--- src/rtl/lsru_pkg.sv ---
// ----------------------------------------------------------------------------
// lsru_pkg
// Opcode codes and field widths for the load/store register unit.
// ----------------------------------------------------------------------------
`timescale 1ns / 1ps
`default_nettype none

package lsru_pkg;

    localparam int OpWidth   = 4;
    localparam int ByteWidth = 8;
    localparam int AddrWidth = 16;
    localparam int SignBit   = 7;

    typedef logic [OpWidth-1:0]   t_opcode;
    typedef logic [ByteWidth-1:0] t_byte;
    typedef logic [AddrWidth-1:0] t_addr;

    localparam t_opcode OP_LDA = 4'd0;
    localparam t_opcode OP_LDX = 4'd1;
    localparam t_opcode OP_LDY = 4'd2;
    localparam t_opcode OP_LAX = 4'd3;
    localparam t_opcode OP_STA = 4'd4;
    localparam t_opcode OP_STX = 4'd5;
    localparam t_opcode OP_STY = 4'd6;
    localparam t_opcode OP_LAS = 4'd7;
    localparam t_opcode OP_SHX = 4'd8;
    localparam t_opcode OP_SHY = 4'd9;
    localparam t_opcode OP_SHA = 4'd10;
    localparam t_opcode OP_SAX = 4'd11;

endpackage

`default_nettype wire

--- src/rtl/load_store_register_unit.sv ---
// An accepted transaction's result shows on the output in the next cycle.
// Throughput: one transaction per cycle unless the output stalls; the update is
// AND gates, a 16-bit increment, a 16-bit subtract and muxes, all in one pass.
// The output register frees itself in the same cycle it is taken downstream.
// Reset (synchronous, active low) clears A, X, Y, S, N, Z and the output valid.
// ----------------------------------------------------------------------------
// load_store_register_unit
// Executes one 6502-style load or store instruction, undocumented variants
// included, against A, X, Y, S and the N/Z flags; reports the memory write.
// ----------------------------------------------------------------------------
`timescale 1ns / 1ps
`default_nettype none

module load_store_register_unit (
    input  wire                  i_clk,
    input  wire                  i_rst_n,
    // input channel
    input  wire                  i_valid,
    output logic                 o_stall,
    input  lsru_pkg::t_opcode    i_opcode,
    input  lsru_pkg::t_byte      i_data_byte,
    input  lsru_pkg::t_addr      i_eff_addr,
    input  wire                  i_abs_y_mode,
    // output channel
    output logic                 o_valid,
    input  wire                  i_stall,
    output logic                 o_mem_write,
    output lsru_pkg::t_addr      o_write_addr,
    output lsru_pkg::t_byte      o_write_data,
    output lsru_pkg::t_byte      o_acc_out,
    output lsru_pkg::t_byte      o_xreg_out,
    output lsru_pkg::t_byte      o_yreg_out,
    output lsru_pkg::t_byte      o_sp_out,
    output logic                 o_neg_flag,
    output logic                 o_zero_flag
);
    import lsru_pkg::*;

    // architectural state
    t_byte r_accum, n_accum;
    t_byte r_index_x, n_index_x;
    t_byte r_index_y, n_index_y;
    t_byte r_stack_ptr, n_stack_ptr;
    logic  r_neg_bit, n_neg_bit;
    logic  r_zero_bit, n_zero_bit;

    // result register
    logic  r_valid;
    logic  r_mem_write, n_mem_write;
    t_addr r_write_addr, n_write_addr;
    t_byte r_write_data, n_write_data;

    logic  w_accept;
    t_addr w_addr_inc;
    t_addr w_sha_base;
    t_byte w_shx_high;
    t_byte w_shy_high;
    t_byte w_sha_high;
    t_byte w_sha_op;
    t_byte w_load_val;
    logic  w_load;

    // Hold the input off while a result waits downstream, and during reset.
    assign o_stall  = !i_rst_n || (r_valid && i_stall);
    assign w_accept = i_valid && !o_stall;

    // High bytes for the unstable stores, formed as the hardware forms them.
    assign w_addr_inc = i_eff_addr + t_addr'(1);
    assign w_shx_high = w_addr_inc[AddrWidth-1 -: ByteWidth];
    assign w_shy_high = i_eff_addr[AddrWidth-1 -: ByteWidth] + t_byte'(1);
    // Recover the base address for absolute-Y, then bump its high byte.
    assign w_sha_base = i_eff_addr - {{(AddrWidth-ByteWidth){1'b0}}, r_index_y};
    assign w_sha_high = w_sha_base[AddrWidth-1 -: ByteWidth] + t_byte'(1);
    assign w_sha_op   = i_abs_y_mode ? w_sha_high : i_data_byte;

    always_comb begin
        n_accum      = r_accum;
        n_index_x    = r_index_x;
        n_index_y    = r_index_y;
        n_stack_ptr  = r_stack_ptr;
        n_mem_write  = 1'b0;
        n_write_data = '0;
        w_load       = 1'b0;
        w_load_val   = i_data_byte;
        case (i_opcode)
            OP_LDA: begin
                n_accum = i_data_byte;
                w_load  = 1'b1;
            end
            OP_LDX: begin
                n_index_x = i_data_byte;
                w_load    = 1'b1;
            end
            OP_LDY: begin
                n_index_y = i_data_byte;
                w_load    = 1'b1;
            end
            OP_LAX: begin
                n_accum   = i_data_byte;
                n_index_x = i_data_byte;
                w_load    = 1'b1;
            end
            OP_LAS: begin
                w_load_val  = r_stack_ptr & i_data_byte;
                n_accum     = w_load_val;
                n_index_x   = w_load_val;
                n_stack_ptr = w_load_val;
                w_load      = 1'b1;
            end
            OP_STA: begin
                n_mem_write  = 1'b1;
                n_write_data = r_accum;
            end
            OP_STX: begin
                n_mem_write  = 1'b1;
                n_write_data = r_index_x;
            end
            OP_STY: begin
                n_mem_write  = 1'b1;
                n_write_data = r_index_y;
            end
            OP_SHX: begin
                n_mem_write  = 1'b1;
                n_write_data = r_index_x & w_shx_high;
            end
            OP_SHY: begin
                n_mem_write  = 1'b1;
                n_write_data = r_index_y & w_shy_high;
            end
            OP_SHA: begin
                n_mem_write  = 1'b1;
                n_write_data = r_accum & r_index_x & w_sha_op;
            end
            OP_SAX: begin
                n_mem_write  = 1'b1;
                n_write_data = r_accum & r_index_x;
            end
            default: begin
                // unused codes: no write, state unchanged
            end
        endcase
        // Stores leave the flags alone.
        n_neg_bit    = w_load ? w_load_val[SignBit] : r_neg_bit;
        n_zero_bit   = w_load ? (w_load_val == '0) : r_zero_bit;
        n_write_addr = n_mem_write ? i_eff_addr : '0;
    end

    // Architectural state advances only on accept; valid also clears when taken.
    always_ff @(posedge i_clk) begin
        if (!i_rst_n) begin
            r_valid     <= 1'b0;
            r_accum     <= '0;
            r_index_x   <= '0;
            r_index_y   <= '0;
            r_stack_ptr <= '0;
            r_neg_bit   <= 1'b0;
            r_zero_bit  <= 1'b0;
        end else begin
            if (w_accept) begin
                r_valid     <= 1'b1;
                r_accum     <= n_accum;
                r_index_x   <= n_index_x;
                r_index_y   <= n_index_y;
                r_stack_ptr <= n_stack_ptr;
                r_neg_bit   <= n_neg_bit;
                r_zero_bit  <= n_zero_bit;
            end else if (!i_stall) begin
                // result taken, nothing new behind it: drop valid
                r_valid <= 1'b0;
            end
        end
    end

    // Write payload needs no reset.
    always_ff @(posedge i_clk) begin
        if (w_accept) begin
            r_mem_write  <= n_mem_write;
            r_write_addr <= n_write_addr;
            r_write_data <= n_write_data;
        end
    end

    // Register outputs come straight from state; it only moves on accept,
    // so a stalled result holds.
    assign o_valid      = r_valid;
    assign o_mem_write  = r_mem_write;
    assign o_write_addr = r_write_addr;
    assign o_write_data = r_write_data;
    assign o_acc_out    = r_accum;
    assign o_xreg_out   = r_index_x;
    assign o_yreg_out   = r_index_y;
    assign o_sp_out     = r_stack_ptr;
    assign o_neg_flag   = r_neg_bit;
    assign o_zero_flag  = r_zero_bit;

endmodule

`default_nettype wire

--- config.mk ---
export PLATFORM = sky130hd
export DESIGN_NAME = load_store_register_unit
export DESIGN_NICKNAME = d
export VERILOG_FILES = /design/src/rtl/lsru_pkg.sv /design/src/rtl/load_store_register_unit.sv
export SDC_FILE = /design/constraint.sdc
export NUM_CORES = 1
export LEC_CHECK = 0
export BUFFER_PORTS_ARGS = -buffer_cell sky130_fd_sc_hd__buf_2
export CAP_MARGIN = 20
export CORE_ASPECT_RATIO = 0.5
export CORE_MARGIN = 4
export CORE_UTILIZATION = 50
export DETAILED_ROUTE_END_ITERATION = 8
export PLACE_DENSITY = 0.87
export REMOVE_ABC_BUFFERS = 1
export SLEW_MARGIN = 25
export SYNTH_ARGS = -nofsm -noshare
export SYNTH_HDL_FRONTEND = slang
export SYNTH_SLANG_ARGS = --single-unit
export TNS_END_PERCENT = 5
--- constraint.sdc ---
create_clock -name i_clk -period 5.1 [get_ports i_clk]
set_clock_uncertainty 0.15 [all_clocks]
set_input_delay 0.255 -clock i_clk [delete_from_list [all_inputs] [get_ports i_clk]]
set_output_delay 0.255 -clock i_clk [all_outputs]
set_load 0.005 [all_outputs]
==> results.json <==
{
  "fp.dieH_um": 68.1,
  "comb_power_share": 0.122,
  "via_per_inst": 5.82,
  "track_usage": 0.244,
  "setup.worst_path.class": "flop to flop",
  "drt_pass1_iterations": 5,
  "ys_top_cells_by_area": "edfxtp_1 (21%), dfxtp_1 (19%), o21ai_0 (6.8%)",
  "synth_top_area_share": 0.208,
  "p_leak_nw": 1.83,
  "grt_pass1_wl_um": 16200,
  "drive_above_1_share": 0.249,
  "drv_cap": 0,
  "whs_ps": 21.7,
  "switching_power_mw": 0.299,
  "setup_tns_ps": 0,
  "htreeDepth": 3,
  "initial_core_util": 0.528,
  "synth_flop_cell": "dfxtp_1",
  "syn_area_um2": 3610,
  "drv_slew": 0,
  "sw_frac_of_total": 0.242,
  "hold_path.class": "input port to flop",
  "place_congestion": 0.982,
  "regArea_um2": 1450,
  "cp_max_fo": 7,
  "fin_ws_ps": 1880,
  "yosys.area.top_type": "edfxtp_1",
  "first_global_vias": 3070,
  "root_buffer": "clkbuf_16",
  "drt_wl_total_um": 10400,
  "routed-via-count": 3413,
  "worst_pin_slew_ps": 667,
  "antenna_found_initial": 0,
  "min_to": "o_valid",
  "place_ws_ps": 1890,
  "synthCells": 404,
  "yosysMostFrequentCell": "o21ai_0",
  "required_ps": 5030,
  "worstReg2RegEnd": "o_write_data[6]",
  "p_seq_frac": 0.420,
  "fmax_mhz": 311,
  "rrSetupSlack_ps": 1880,
  "fp.dieW_um": 128,
  "multiInputGateArea_um2": 1960,
  "finalNetCount": 532,
  "io_pins": 94,
  "powerDensity_nw_per_um2": 283,
  "holdPathStages": 3,
  "std_cell_rows": 21,
  "slew_headroom": 0.554,
  "finalCritPeriodShare": 0.631,
  "postSynth.asyncResetShare": 0,
  "ctsResizeCount": 0,
  "synth_warnings": 0,
  "n_antenna_cell": 0,
  "dp_hpwl_um": 7640,
  "avgSynthCellArea_um2": 8.93,
  "n_fill_cell": 598,
  "fin_crit_ps": 3220,
  "syn2layout_area_growth_pct": 21.1,
  "cts_buffers": 9,
  "tritoncts": "built",
  "wl_per_cell_um": 17.7,
  "synth_edf_count": 25,
  "ys_ff_latch": 60,
  "start_kind": "flop",
  "status": "completed",
  "min_from": "i_valid",
  "dieArea_um2": 8720,
  "clkTransAtPathRegs_ps": 50,
  "setup_violations": 0,
  "worstRegToRegCells": 12,
  "rsz0062_at_grt": "no",
  "cts_sinks": 60,
  "design_area_um2": 4370,
  "ctsHoldBuffers": 0,
  "drtIter0Drc": 409,
  "grt_max_degree": 38,
  "yosysSeqAreaShare": 0.402,
  "arrival_ps": 3140,
  "clockBufferDepth": 2,
  "postRouteAntennaNets": 0,
  "core_area_um2": 6830,
  "crit_path_end_kind": "flop",
  "ys_top_cells_by_count": "o21ai_0 (49), nand2_1 (39), dfxtp_1 (35)",
  "drcViolationCount": 0,
  "hold_violations": 0,
  "worstSkewPairLatency_ps": 330,
  "ys_types": 60,
  "p_int_mw": 0.938,
  "place_area_um2": 4080,
  "cts_setup_buffers": 0,
  "regToRegStartpoint": "o_yreg_out[4]",
  "ir_worst_vdd_v": 0.000173,
  "grt-ovfl-total": 0,
  "clkPwrFrac": 0.457,
  "port_buffers": 93
}
-- placed cells by master (no fill, tap or decap), drive strengths merged, types with 10 or more instances in the layout --
| cell type | synthesis | routed |
|---|---|---|
| nand3 | 14 | 14 |
| inv | 20 | 20 |
| dfxtp | 35 | 35 |
| nor2b | 24 | 24 |
| and2 | 19 | 19 |
| nor2 | 21 | 21 |
| clkbuf | 16 | 14 |
| a21oi | 15 | 15 |
| buf | 4 | 95 |
| edfxtp | 25 | 25 |
| xnor2 | 13 | 13 |
| o21ai | 49 | 49 |
| nand2 | 39 | 39 |
| ha | 10 | 10 |
-- worst max-delay path, stage by stage (launching register included) --
cell and delay [ps]:
dfxtp_1 370, inv_1 60, ha_1 310, and3_1 230, nand3_1 150, o211ai_2 310, xnor2_1 190, ha_1 230
inv_1 60, a211o_1 280, o311a_1 350, a211oi_1 170, nor3_1 80
-- kinds of logic (layout without fill, tap and decap cells) --
kind of cell / Yosys count / in the layout / share of synthesized area
simple gates: 157 / 157 / 0.234
compound gates: 106 / 106 / 0.193
flops: 60 / 60 / 0.402
buf+inv: 41 / 131 / 0.0538
xor+xnor: 20 / 20 / 0.0545
fa+ha+maj: 10 / 10 / 0.0347
mux: 10 / 10 / 0.0281
-- state kept, by name (all words and copies together) (netlist names), 8 cells and up --
signal / flops
o_acc_out: 8
o_sp_out: 8
o_write_addr: 16
o_write_data: 8
o_xreg_out: 8
o_yreg_out: 8
-- stage by stage --
stage / cells / util / power (mW)
after floorplan: 383 / - / 0.609
after global placement: 570 / 0.598 / 0.674
after detailed placement: 570 / 0.598 / 0.675
after CTS: 586 / 0.639 / 1.24
after global routing: 586 / 0.639 / 1.29
final: 586 / 0.639 / 1.24
-- cell type report --
cell class / count / share of cell area
tap: 92 / 0.0264
inverter: 20 / 0.0172
clock buffer: 14 / 0.0627
timing repair buffer: 95 / 0.110
clock inverter: 2 / 0.00229
multi-input combinational: 303 / 0.449
sequential: 60 / 0.332
-- power groups by stage --
stage	sequential, mW	clock (mW)	combinational, mW
3_3_place_gp	0.529	0	0.145
3_5_place_dp	0.529	0	0.146
4_1_cts	0.520	0.576	0.148
5_1_grt	0.521	0.601	0.165
2_1_floorplan	0.530	0	0.0783
6_report	0.520	0.565	0.151
-- worst max-delay path by stage --
stage	to	slack, ps	start
2_1_floorplan	o_write_data[6]	2200	o_yreg_out[4]
4_1_cts	o_write_data[6]	1920	o_yreg_out[4]
6_report	o_write_data[6]	1880	o_yreg_out[4]
3_3_place_gp	o_acc_out[7]	1960	i_rst_n
5_1_grt	o_write_data[6]	1690	o_yreg_out[4]
3_5_place_dp	o_acc_out[0]	1890	i_rst_n
-- per-layer routing --
| metal | vias to the layer above | routed length, µm | share of wire | track usage |
|---|---|---|---|---|
| met4 | 0 | 248 | 0.024 | 0.104 |
| met1 | 1546 | 4390 | 0.42 | 0.328 |
| met2 | 209 | 4510 | 0.43 | 0.365 |
| met5 | - | 0 | 0 | 0 |
| met3 | 30 | 1230 | 0.12 | 0.0787 |
| li1 | 1628 | - | - | - |
Note: power is estimated with default switching activity, not from simulation.
